--- src/otsp_pkg.sv ---
// ----------------------------------------------------------------------------
// otsp_pkg
// Constants, codes and shared types of the one-shot timer slot pool.
// ----------------------------------------------------------------------------
package otsp_pkg;

	localparam int NUM_SLOTS   = 8;
	localparam int SLOT_W      = (NUM_SLOTS > 1) ? $clog2(NUM_SLOTS) : 1;
	localparam int CNT_W       = $clog2(NUM_SLOTS + 1);
	localparam int MAX_RESULTS = 8;
	localparam int NUM_W       = $clog2(MAX_RESULTS + 1);
	localparam int DL_W        = 32;
	localparam int SECS_W      = 23;

	// x * 1000 = (x << 10) - (x << 4) - (x << 3)
	localparam int MS_SH_HI  = 10;
	localparam int MS_SH_MID = 4;
	localparam int MS_SH_LO  = 3;

	typedef enum logic [1:0] {
		CMD_TICK   = 2'd0,
		CMD_SET    = 2'd1,
		CMD_CANCEL = 2'd2
	} cmd_t;

	typedef enum logic [1:0] {
		EVT_SET    = 2'd0,
		EVT_CANCEL = 2'd1,
		EVT_EXPIRE = 2'd2
	} evt_t;

	typedef enum logic [2:0] {
		ST_IDLE,
		ST_MUL_A,
		ST_MUL_B,
		ST_ADD,
		ST_SCAN
	} state_t;

	typedef enum logic {
		ALU_ADD,
		ALU_SUB
	} alu_op_t;

	typedef struct packed {
		alu_op_t         op;
		logic [DL_W-1:0] a;
		logic [DL_W-1:0] b;
	} alu_req_t;

	typedef struct packed {
		logic [DL_W-1:0] res;
		logic            ge;
	} alu_rsp_t;

	// Low three bits of a slot number, zero-extended for narrow pools
	function automatic logic [2:0] slot_code(input logic [SLOT_W-1:0] s);
		logic [SLOT_W+2:0] t;
		t = (SLOT_W + 3)'(s);
		return t[2:0];
	endfunction

endpackage

--- src/one_shot_timer_slot_pool_core.sv ---
// ----------------------------------------------------------------------------
// one_shot_timer_slot_pool_core
// Pool of one-shot timer slots: set, cancel and tick-driven expiry.
// ----------------------------------------------------------------------------
// A command transfers on a rising edge with start high and busy low; busy
// stays high until the command is finished. Each result shows on the result
// ports for exactly one cycle with strobe high, and the receiver cannot hold
// it off. Cancel answers in the cycle after the transfer, and a set that
// finds no idle slot does too; a successful set steps through MUL_A, MUL_B
// and ADD, busy in each, as the shared adder builds now + seconds * 1000 by
// shift-and-subtract and the result is written to the deadline RAM. A tick
// reads one deadline per cycle through the single RAM read port and compares
// it in the same adder; expiry events come out in slot order, at most one
// per cycle, all but the final one during the scan, the final one flagged by last.
// ----------------------------------------------------------------------------
module one_shot_timer_slot_pool_core (
	input  logic              clk,
	input  logic              arst_n,
	input  logic              start,
	output logic              busy,
	input  logic [1:0]        command,
	input  logic [31:0]       now_ms,
	input  logic [22:0]       duration_seconds,
	input  logic signed [7:0] timer_id,
	output logic              strobe,
	output logic [1:0]        event_kind,
	output logic [2:0]        slot,
	output logic              ok,
	output logic              last
);
	import otsp_pkg::*;

	alu_req_t          alu_req;
	alu_rsp_t          alu_rsp;
	logic              ram_we;
	logic [SLOT_W-1:0] ram_waddr;
	logic [DL_W-1:0]   ram_wdata;
	logic [SLOT_W-1:0] ram_raddr;
	logic [DL_W-1:0]   ram_rdata;

	otsp_seq u_seq (
		.clk              (clk),
		.arst_n           (arst_n),
		.start            (start),
		.busy             (busy),
		.command          (command),
		.now_ms           (now_ms),
		.duration_seconds (duration_seconds),
		.timer_id         (timer_id),
		.strobe           (strobe),
		.event_kind       (event_kind),
		.slot             (slot),
		.ok               (ok),
		.last             (last),
		.alu_req          (alu_req),
		.alu_rsp          (alu_rsp),
		.ram_we           (ram_we),
		.ram_waddr        (ram_waddr),
		.ram_wdata        (ram_wdata),
		.ram_raddr        (ram_raddr),
		.ram_rdata        (ram_rdata)
	);

	otsp_alu u_alu (
		.req (alu_req),
		.rsp (alu_rsp)
	);

	otsp_ram #(
		.WIDTH  (DL_W),
		.DEPTH  (NUM_SLOTS),
		.ADDR_W (SLOT_W)
	) u_deadline_ram (
		.clk   (clk),
		.we    (ram_we),
		.waddr (ram_waddr),
		.wdata (ram_wdata),
		.raddr (ram_raddr),
		.rdata (ram_rdata)
	);

endmodule

--- src/otsp_ram.sv ---
// ----------------------------------------------------------------------------
// otsp_ram
// Generic single-write, single-read RAM with registered read data.
// ----------------------------------------------------------------------------
module otsp_ram #(
	parameter int WIDTH = 32,
	parameter int DEPTH = 8,
	parameter int ADDR_W = (DEPTH > 1) ? $clog2(DEPTH) : 1
) (
	input  logic              clk,
	input  logic              we,
	input  logic [ADDR_W-1:0] waddr,
	input  logic [WIDTH-1:0]  wdata,
	input  logic [ADDR_W-1:0] raddr,
	output logic [WIDTH-1:0]  rdata
);

	logic [WIDTH-1:0] mem_q [DEPTH];

	always_ff @(posedge clk) begin
		if (we) begin
			mem_q[waddr] <= wdata;
		end
		rdata <= mem_q[raddr];
	end

endmodule

--- src/otsp_alu.sv ---
// ----------------------------------------------------------------------------
// otsp_alu
// Shared 32-bit add/subtract unit; the carry out of a subtract gives a >= b.
// ----------------------------------------------------------------------------
module otsp_alu (
	input  otsp_pkg::alu_req_t req,
	output otsp_pkg::alu_rsp_t rsp
);
	import otsp_pkg::*;

	logic            sub;
	logic [DL_W-1:0] b_op;
	logic [DL_W:0]   sum;

	always_comb begin
		sub  = (req.op == ALU_SUB);
		b_op = sub ? ~req.b : req.b;
		sum  = {1'b0, req.a} + {1'b0, b_op} + (DL_W + 1)'(sub);
		rsp.res = sum[DL_W-1:0];
		rsp.ge  = sub & sum[DL_W];
	end

endmodule

--- src/otsp_seq.sv ---
// ----------------------------------------------------------------------------
// otsp_seq
// Command sequencer: slot allocation, cancel check, deadline build and the
// expiry scan, all driving the shared ALU and the deadline RAM.
// ----------------------------------------------------------------------------
module otsp_seq (
	input  logic                                 clk,
	input  logic                                 arst_n,
	input  logic                                 start,
	output logic                                 busy,
	input  logic [1:0]                           command,
	input  logic [31:0]                          now_ms,
	input  logic [22:0]                          duration_seconds,
	input  logic signed [7:0]                    timer_id,
	output logic                                 strobe,
	output logic [1:0]                           event_kind,
	output logic [2:0]                           slot,
	output logic                                 ok,
	output logic                                 last,
	output otsp_pkg::alu_req_t                   alu_req,
	input  otsp_pkg::alu_rsp_t                   alu_rsp,
	output logic                                 ram_we,
	output logic [otsp_pkg::SLOT_W-1:0]          ram_waddr,
	output logic [otsp_pkg::DL_W-1:0]            ram_wdata,
	output logic [otsp_pkg::SLOT_W-1:0]          ram_raddr,
	input  logic [otsp_pkg::DL_W-1:0]            ram_rdata
);
	import otsp_pkg::*;

	state_t              state_q, state_d;
	logic [NUM_SLOTS-1:0] active_q;
	logic [DL_W-1:0]     now_q;
	logic [SECS_W-1:0]   secs_q;
	logic [DL_W-1:0]     acc_q;
	logic [SLOT_W-1:0]   set_slot_q;
	logic [CNT_W-1:0]    idx_q;
	logic                cmp_valid_s1;
	logic [SLOT_W-1:0]   cmp_idx_s1;
	logic                pend_valid_q;
	logic [SLOT_W-1:0]   pend_slot_q;
	logic [NUM_W-1:0]    n_q;

	logic                strobe_q, ok_q, last_q;
	logic [1:0]          kind_q;
	logic [2:0]          slot_q;

	logic                accept;
	logic                free_found;
	logic [SLOT_W-1:0]   free_idx;
	logic [7:0]          id_u;
	logic [SLOT_W-1:0]   cancel_idx;
	logic                cancel_ok;
	logic                scan_issue, scan_due, scan_end;
	logic [DL_W-1:0]     secs_ext;

	assign accept = start && !busy;

	// Lowest idle slot
	always_comb begin
		free_found = 1'b0;
		free_idx   = '0;
		for (int i = NUM_SLOTS - 1; i >= 0; i--) begin
			if (!active_q[i]) begin
				free_found = 1'b1;
				free_idx   = SLOT_W'(i);
			end
		end
	end

	// A negative id reads as 128 or more and fails the range check
	always_comb begin
		id_u       = unsigned'(timer_id);
		cancel_idx = id_u[SLOT_W-1:0];
		cancel_ok  = (id_u < 8'(NUM_SLOTS)) && active_q[cancel_idx];
	end

	always_comb begin
		scan_issue = (idx_q < CNT_W'(NUM_SLOTS));
		scan_due   = (state_q == ST_SCAN) && cmp_valid_s1 && active_q[cmp_idx_s1]
			&& alu_rsp.ge && (n_q < NUM_W'(MAX_RESULTS));
		scan_end   = (state_q == ST_SCAN) && !cmp_valid_s1 && !scan_issue;
	end

	// Next state
	always_comb begin
		state_d = state_q;
		case (state_q)
			ST_IDLE: begin
				if (accept) begin
					case (command)
						CMD_SET: begin
							if (free_found) begin
								state_d = ST_MUL_A;
							end
						end
						CMD_TICK: state_d = ST_SCAN;
						default: state_d = ST_IDLE;
					endcase
				end
			end
			ST_MUL_A: state_d = ST_MUL_B;
			ST_MUL_B: state_d = ST_ADD;
			ST_ADD:   state_d = ST_IDLE;
			ST_SCAN: begin
				if (scan_end) begin
					state_d = ST_IDLE;
				end
			end
			default: state_d = ST_IDLE;
		endcase
	end

	// Datapath control
	always_comb begin
		secs_ext    = DL_W'(secs_q);
		busy        = (state_q != ST_IDLE);
		alu_req.op  = ALU_ADD;
		alu_req.a   = now_q;
		alu_req.b   = acc_q;
		ram_we      = 1'b0;
		case (state_q)
			ST_MUL_A: begin
				alu_req.op = ALU_SUB;
				alu_req.a  = secs_ext << MS_SH_HI;
				alu_req.b  = secs_ext << MS_SH_MID;
			end
			ST_MUL_B: begin
				alu_req.op = ALU_SUB;
				alu_req.a  = acc_q;
				alu_req.b  = secs_ext << MS_SH_LO;
			end
			ST_ADD: begin
				ram_we = 1'b1;
			end
			ST_SCAN: begin
				alu_req.op = ALU_SUB;
				alu_req.b  = ram_rdata;
			end
			default: begin
				alu_req.op = ALU_ADD;
			end
		endcase
		ram_waddr = set_slot_q;
		ram_wdata = alu_rsp.res;
		ram_raddr = idx_q[SLOT_W-1:0];
	end

	always_ff @(posedge clk or negedge arst_n) begin
		if (!arst_n) begin
			state_q      <= ST_IDLE;
			active_q     <= '0;
			strobe_q     <= 1'b0;
			cmp_valid_s1 <= 1'b0;
			pend_valid_q <= 1'b0;
			n_q          <= '0;
			idx_q        <= '0;
		end else begin
			state_q  <= state_d;
			strobe_q <= 1'b0;
			case (state_q)
				ST_IDLE: begin
					if (accept) begin
						now_q  <= now_ms;
						secs_q <= duration_seconds;
						case (command)
							CMD_SET: begin
								set_slot_q <= free_idx;
								if (!free_found) begin
									strobe_q <= 1'b1;
									kind_q   <= EVT_SET;
									slot_q   <= 3'd0;
									ok_q     <= 1'b0;
									last_q   <= 1'b1;
								end
							end
							CMD_CANCEL: begin
								if (cancel_ok) begin
									active_q[cancel_idx] <= 1'b0;
								end
								strobe_q <= 1'b1;
								kind_q   <= EVT_CANCEL;
								slot_q   <= 3'd0;
								ok_q     <= cancel_ok;
								last_q   <= 1'b1;
							end
							CMD_TICK: begin
								idx_q        <= '0;
								cmp_valid_s1 <= 1'b0;
								pend_valid_q <= 1'b0;
								n_q          <= '0;
							end
							default: begin
								strobe_q <= 1'b0;
							end
						endcase
					end
				end
				ST_MUL_A, ST_MUL_B: begin
					acc_q <= alu_rsp.res;
				end
				ST_ADD: begin
					active_q[set_slot_q] <= 1'b1;
					strobe_q <= 1'b1;
					kind_q   <= EVT_SET;
					slot_q   <= slot_code(set_slot_q);
					ok_q     <= 1'b1;
					last_q   <= 1'b1;
				end
				ST_SCAN: begin
					// Issue the next read; compare the previous one
					if (scan_issue) begin
						cmp_valid_s1 <= 1'b1;
						cmp_idx_s1   <= idx_q[SLOT_W-1:0];
						idx_q        <= idx_q + CNT_W'(1);
					end else begin
						cmp_valid_s1 <= 1'b0;
					end
					// Hold each hit until the next one shows it is not the final one
					if (scan_due) begin
						active_q[cmp_idx_s1] <= 1'b0;
						pend_slot_q  <= cmp_idx_s1;
						pend_valid_q <= 1'b1;
						n_q          <= n_q + NUM_W'(1);
						if (pend_valid_q) begin
							strobe_q <= 1'b1;
							kind_q   <= EVT_EXPIRE;
							slot_q   <= slot_code(pend_slot_q);
							ok_q     <= 1'b1;
							last_q   <= 1'b0;
						end
					end
					if (scan_end && pend_valid_q) begin
						strobe_q <= 1'b1;
						kind_q   <= EVT_EXPIRE;
						slot_q   <= slot_code(pend_slot_q);
						ok_q     <= 1'b1;
						last_q   <= 1'b1;
					end
				end
				default: begin
					strobe_q <= 1'b0;
				end
			endcase
		end
	end

	assign strobe     = strobe_q;
	assign event_kind = kind_q;
	assign slot       = slot_q;
	assign ok         = ok_q;
	assign last       = last_q;

endmodule

--- config.mk ---
export PLATFORM = sky130hd
export DESIGN_NAME = one_shot_timer_slot_pool_core
export DESIGN_NICKNAME = d
export VERILOG_FILES = /design/src/otsp_pkg.sv /design/src/one_shot_timer_slot_pool_core.sv /design/src/otsp_ram.sv /design/src/otsp_alu.sv /design/src/otsp_seq.sv
export SDC_FILE = /design/constraint.sdc
export NUM_CORES = 1
export LEC_CHECK = 0
export ABC_AREA = 0
export BUFFER_PORTS_ARGS = -buffer_cell sky130_fd_sc_hd__clkbuf_2
export CAP_MARGIN = 5
export CELL_PAD_IN_SITES_DETAIL_PLACEMENT = 2
export CELL_PAD_IN_SITES_GLOBAL_PLACEMENT = 2
export CORE_MARGIN = 4
export CORE_UTILIZATION = 28
export DETAILED_ROUTE_END_ITERATION = 10
export GPL_TIMING_DRIVEN = 0
export PLACE_DENSITY_LB_ADDON = 0.08
export SLEW_MARGIN = 20
export SYNTH_ARGS = -nofsm -noshare
export SYNTH_HDL_FRONTEND = slang
export SYNTH_SLANG_ARGS = --single-unit
--- constraint.sdc ---
create_clock -name clk -period 5.8 [get_ports clk]
set_input_delay 0.87 -clock clk [delete_from_list [all_inputs] [get_ports clk]]
set_output_delay 0.87 -clock clk [all_outputs]
set_load 0.05 [all_outputs]
* Word-level counts from Yosys, hierarchy flattened *
Memories as Yosys holds them, arrays and structs flattened. A register that Yosys moved wholly into a read port is not among the register bits.
Index checks and enable logic that the tools add are counted.

storage, ports and cells
  output and inout bits = 9
  register bits after elaboration = 125
  input bits = 68
  memories = 1
  bits in writable memories = 256

memories
  name                  words  bits a word  read ports  clocked after Yosys merged registers in  wr ports  RTL line        source
  u_deadline_ram.mem_q  8      32           1           1                                        1         otsp_ram.sv:18  logic [WIDTH-1:0] mem_q [DEPTH];

operators by class
  muxes and demuxes = 89
  eq/ne operators = 18
  add/sub/neg operators = 4
  bitwise operators = 7
  $lt $le $gt $ge = 9
  reductions and logical operators = 35

operators by type and width
  cell                                                                          count
  32-bit one-hot mux with 3 select lines                                        1
  32-bit one-hot mux with 2 select lines                                        1
  1-bit two-way mux                                                             37
  3-bit two-way mux                                                             12
  32-bit by 32-bit adder with 33-bit output                                     1
  33-bit by 1-bit adder with 33-bit output                                      1
  32-bit two-way mux                                                            1
  8-bit two-way mux                                                             4
  32-bit NOT                                                                    1
  8-bit one-hot mux with 3 select lines                                         1
  8-bit bitwise AND                                                             2
  4-bit two-way mux                                                             4
  8-bit NOT                                                                     2
  4-bit one-hot mux with 2 select lines                                         2
  4-bit AND reduction                                                           4
  3-bit AND reduction                                                           5
  2-bit two-way mux                                                             7
  1-bit logical AND                                                             12
  3-bit by 4-bit less-than comparator with 1-bit output, second input constant  3
  3-bit one-hot mux with 2 select lines                                         2
  3-bit one-hot mux with 4 select lines                                         1
  2-bit by 1-bit != test with 1-bit output, second input constant               5
  1-bit one-hot mux with 2 select lines                                         5
  1-bit demux with 3-bit select                                                 3
  29 further kinds                                                              45

* Longest topological paths before layout *
  depth after elaboration = 12
  gate-level depth with buffers = 19

* Hierarchy *
Synthesis repeated with hierarchy kept, for this count alone.

second synthesis, totals
  cell total of the unflattened synthesis = 1247
  area, all modules = 18736.7 um^2

modules (own cells, without submodules)
  module    area each (um^2)  seq. area each (um^2)  instances  cells an instance
  otsp_ram  10466.3           8328.0                 1          415
  otsp_seq  6142.1            3643.5                 1          523
  otsp_alu  2128.3            0.0                    1          309

* Worst setup path after synthesis *
No wires, ideal clock.

  kind = reg-to-reg
  from = reg u_seq.state_q[1]
  to = mem u_deadline_ram.mem_q[0][0] (enable)
  data arrival time = 3988 ps
  stages on the path, launching flop included = 4
  clock period less this slack = 4492 ps
  buffers on the path = 1
  path slack = 1308 ps
  library setup time = 505 ps
  cells stage by stage = dfrtp_1 > clkbuf_1 > nand2_1 > nor4_1

between the ends
  longest elaborated chain between the ends = 4

ends and longest elaborated chain
  item                                      RTL line         source
  start: declaration                        otsp_seq.sv:30   state_t state_q, state_d;
  start signal: assignment                  otsp_seq.sv:158  state_q <= state_d;
  3-bit by 2-bit == test with 1-bit output  otsp_seq.sv:121  case (state_q)
  1-bit two-way mux                         otsp_seq.sv:121
  1-bit two-way mux                         otsp_ram.sv:21   if (we) begin
  1-bit two-way mux (not written as such)   otsp_ram.sv:22   mem_q[waddr] <= wdata;
  end: declaration                          otsp_ram.sv:18

No other way between the ends.

==> metrics.md <==
| Metric | Value |
|---|---|
| First-pass GRT wire length | 86380 µm |
| Initial core utilization | between 20 and 30% |
| R2r setup slk | 0.30 ns |
| CTS Root Cell | clkbuf_16 |
| Fin. max-slew vios | 0 |
| Tcrit/Tclk final | 94.78% |
| Initial antenna violation count | 1 |
| CTS clk-pin slew, worst paths | around 0.060 ns |
| Layout net count | around 1400 |
| Number of I/O pins | between 70 and 80 |
| CP arrival | 5.84 ns |
| Num CTS Buffers | between 40 and 50 |
| Crit-path slowest cell | clkbuf_1 |
| Synthesis-to-finish area growth | 20.96% |
| Layout cells sized above 1 | about a quarter |
| Kind of critical path | reg -> reg |
| CTS Buffer Depth | 3 |
| Max Fclk | 181.9 MHz |
| Via count | about 11000 |
| Hold Crit Class | in -> async |
| Final setup fails | 0 |
| HPWL after DPL | 43490 µm |
| Die area | 0.06775 mm² |
| Die Span Y | about 260 µm |
| Setup crit start kind | register |
| #FFs+latches synth | 413 |
| Number of global-route vias before repair | around 12000 |
| Cell area after synthesis | ~0.018 mm² |
| Core Area | around 0.063 mm² |
| Main flop type after synthesis | edfxtp_1 |
| R2r startpoint | u_seq.state_q[0] |
| Post-synthesis sequential area ratio | 67.18% |
| DR WL/cell | 26.67 µm |
| Sinks on Clock Net | ~410 |
| Worst Tran Pin Value | 1.088 ns |
| Gate Count Post-Synth | 1162 |
| Slew HR | 26.91% |
| Routing usage on met1 | 24.37% |
| Non-Filler Instances | approximately 2200 |
| Post-synth EDFFs | 359 |
| Detail Route Antenna Nets | 0 |
| GRT busiest layer | met2 |
| DRT Wirelength | 59080 µm |
| Crit Path Max Fanout | 10 |
| Most frequent cell on the critical path | nand2_1 |
| # fillers | approximately 6400 |
| Clock latency on the worst-skew pair | 0.60 ns |
| Reg2Reg Capture Point | u_seq.acc_q[25] |
| Final Hold Fails | 0 |
| Max stage delay on crit path | between 0.5 and 0.6 ns |
| Run status | completed |
| Hold buffer count at CTS | 0 |
| R2R cell count | 15 |
| Via-to-Cell Ratio | 4.971 |
| Netlist cell types | 69 |
| Post-Syn Area per Cell | 15.34 µm² |
| Gr usage total | between 10% and 20% |
| Fin crit period | 5.497 ns |
| Post-synth ARST share | roughly 5.3% |
| Clk_skew | roughly 0.026 ns |
| Mapped Nets | between 1000 and 1500 |
| DRC viols | 0 |
| Sequence of cells on the critical path | nor2_1 -> nand2_1 -> clkbuf_1 -> nand2_1 -> clkbuf_2 -> o221a_2 -> ha_1 -> a21oi_1 -> and2_1 -> o21ai_0 -> or3_1 -> o211ai_2 -> nor2b_4 -> o31ai_2 -> xnor2_4 |
| Worst Path Required | just over 6 ns |
| Dpl cells | 2118 |
| GR Layer Usage met2 | between 20% and 30% |
| Clock H-tree levels | 2 |
| Largest net degree at the start of global routing | slightly above 50 |
| Max-cap violations | 0 |
| Crit path launch | u_seq.state_q[0] |
| RD Place Congestion | 0.7689 |
| Synth Warn # | 0 |
| Unrepaired setup endpoints after global routing | no |
| Crit. End Element | register |
| Port-buffer cells | between 70 and 80 |
| CTS tree | built |
| Starting DRC count in detailed routing | 635 |
| M3 GR Usage | 2.649% |
| Rows | 92 |
| Die Wd | 260.3 µm |
| Grt ovf | 0 |
| Drt pass-1 iters | 5 |
[per-stage QoR]
step	instance area (µm²)	utilization [%]	setup slack [ns]	hold WS, ns	TNS (ns)
CTS	21460	34.02	0.07772	0.3255	0
finish	21560	34.17	0.3030	0.3373	0
global route	21550	34.16	0.008539	0.3573	0
floorplan	17820	-	1.308	0.4231	0
detailed placement	19730	31.28	-0.9820	0.4423	-53.56
global placement	19250	30.52	-3.317	0.4338	-313.87
[cell type report]
type,count,area (µm²),area share [%]
tap,846,1059,4.911
sequential,413,11970,55.54
clock inverter,26,301.5,1.399
clock buffer,66,1360,6.309
antenna,4,10.01,0.04644
buffer,59,235.2,1.091
multi-input combinational,676,5771,26.77
inverter,14,52.55,0.2438
timing repair buffer,111,795.8,3.692
[routing by layer]
| layer | share of wire [%] | vias to the layer above |
|---|---|---|
| met5 | 0 | - |
| met4 | 2.5 | 0 |
| met3 | 3.4 | 79 |
| met2 | 47 | 166 |
| met1 | 48 | 5836 |
| li1 | - | 4930 |
[timing repair]
action                                  CTS  global route
pin swaps                                 1             0
endpoints found under the setup margin  120           126
buffers inserted                          1             0
resized for setup                        12            11
[synthesized netlist by cell type, drive strengths merged, types with 4 or more instances]
master  count  share of area, %
a31oi       9              0.32
o211ai      4              0.20
nor2b       5              0.26
a22o       15              0.74
a21oi      49               1.4
nand3      16              0.45
xor2       10              0.49
a21o       19              0.80
nand4       8              0.28
nor3       20              0.56
o31ai      10              0.55
mux4       64               8.1
and3        6              0.21
o21bai      6              0.25
dfrtp      22               3.1
a311oi      4              0.23
o22ai       5              0.18
clkbuf     48               1.0
nor2       45              0.96
mux2       35               2.2
inv        13              0.27
nor4        5              0.18
ha         36               2.5
xnor2      21               1.0
o221a      17               1.1
a22oi      41               1.7
buf        11              0.27
nand2     122               2.6
o21ai      43               1.2
and2        8              0.28
dfxtp      32               3.6
edfxtp    359                60
nand2b     12              0.42
[worst max path at each step]
stage | end | slack (ns) | depth (start not counted)
global placement | u_deadline_ram.mem_q[0][7] | -3.32 | 3
floorplan | u_deadline_ram.mem_q[0][0] | 1.31 | 3
CTS | u_seq.acc_q[25] | 0.08 | 16
finish | u_seq.acc_q[25] | 0.30 | 15
global route | u_seq.acc_q[30] | 0.009 | 16
detailed placement | u_seq.slot[1] | -0.98 | 18
[registers in the layout, indices dropped and copies added, names as in the netlist, 4 cells and up]
register,count
u_deadline_ram.mem_q,256
u_deadline_ram.rdata,32
u_seq.acc_q,32
u_seq.now_q,32
u_seq.secs_q,23
u_seq.active_q,8
u_seq.idx_q,4
u_seq.n_q,4
[cell families (layout without fill, tap and decap cells)]
| group | after synthesis | after routing | synth area share (%) |
|---|---|---|---|
| XOR/XNOR | 31 | 31 | 1.524 |
| multiplexers | 102 | 102 | 10.47 |
| buffers and inverters | 73 | 276 | 1.573 |
| flip-flops | 413 | 413 | 67.18 |
| adder cells (fa/ha/maj) | 37 | 37 | 2.640 |
| other | 0 | 4 | 0 |
| AND/OR/NAND/NOR | 259 | 259 | 6.726 |
| AO/OA/AOI/OAI | 247 | 247 | 9.893 |
[critical path: cells and delay by family (launching register included)]
kind | cells | cell delay [ns]
fa+ha+maj | 1 | 0.38
compound gates | 5 | 1.39
flops | 1 | 0.49
simple gates | 6 | 1.67
buf+inv | 2 | 0.93
xor+xnor | 1 | 0.38
[layout by cell type (no fill, tap or decap), types with 22 or more instances in the layout]
| cell | count |
|---|---|
| a21oi_1 | 49 |
| a22oi_1 | 41 |
| clkbuf_1 | 54 |
| clkbuf_16 | 49 |
| clkbuf_2 | 79 |
| dfrtp_1 | 22 |
| dfxtp_1 | 32 |
| edfxtp_1 | 359 |
| ha_1 | 36 |
| mux2_2 | 35 |
| mux4_2 | 64 |
| nand2_1 | 122 |
| nor2_1 | 39 |
| o21ai_0 | 41 |
Power is not shown: default switching activity piles up to over one toggle a cycle in this logic, so the estimate is an artifact.
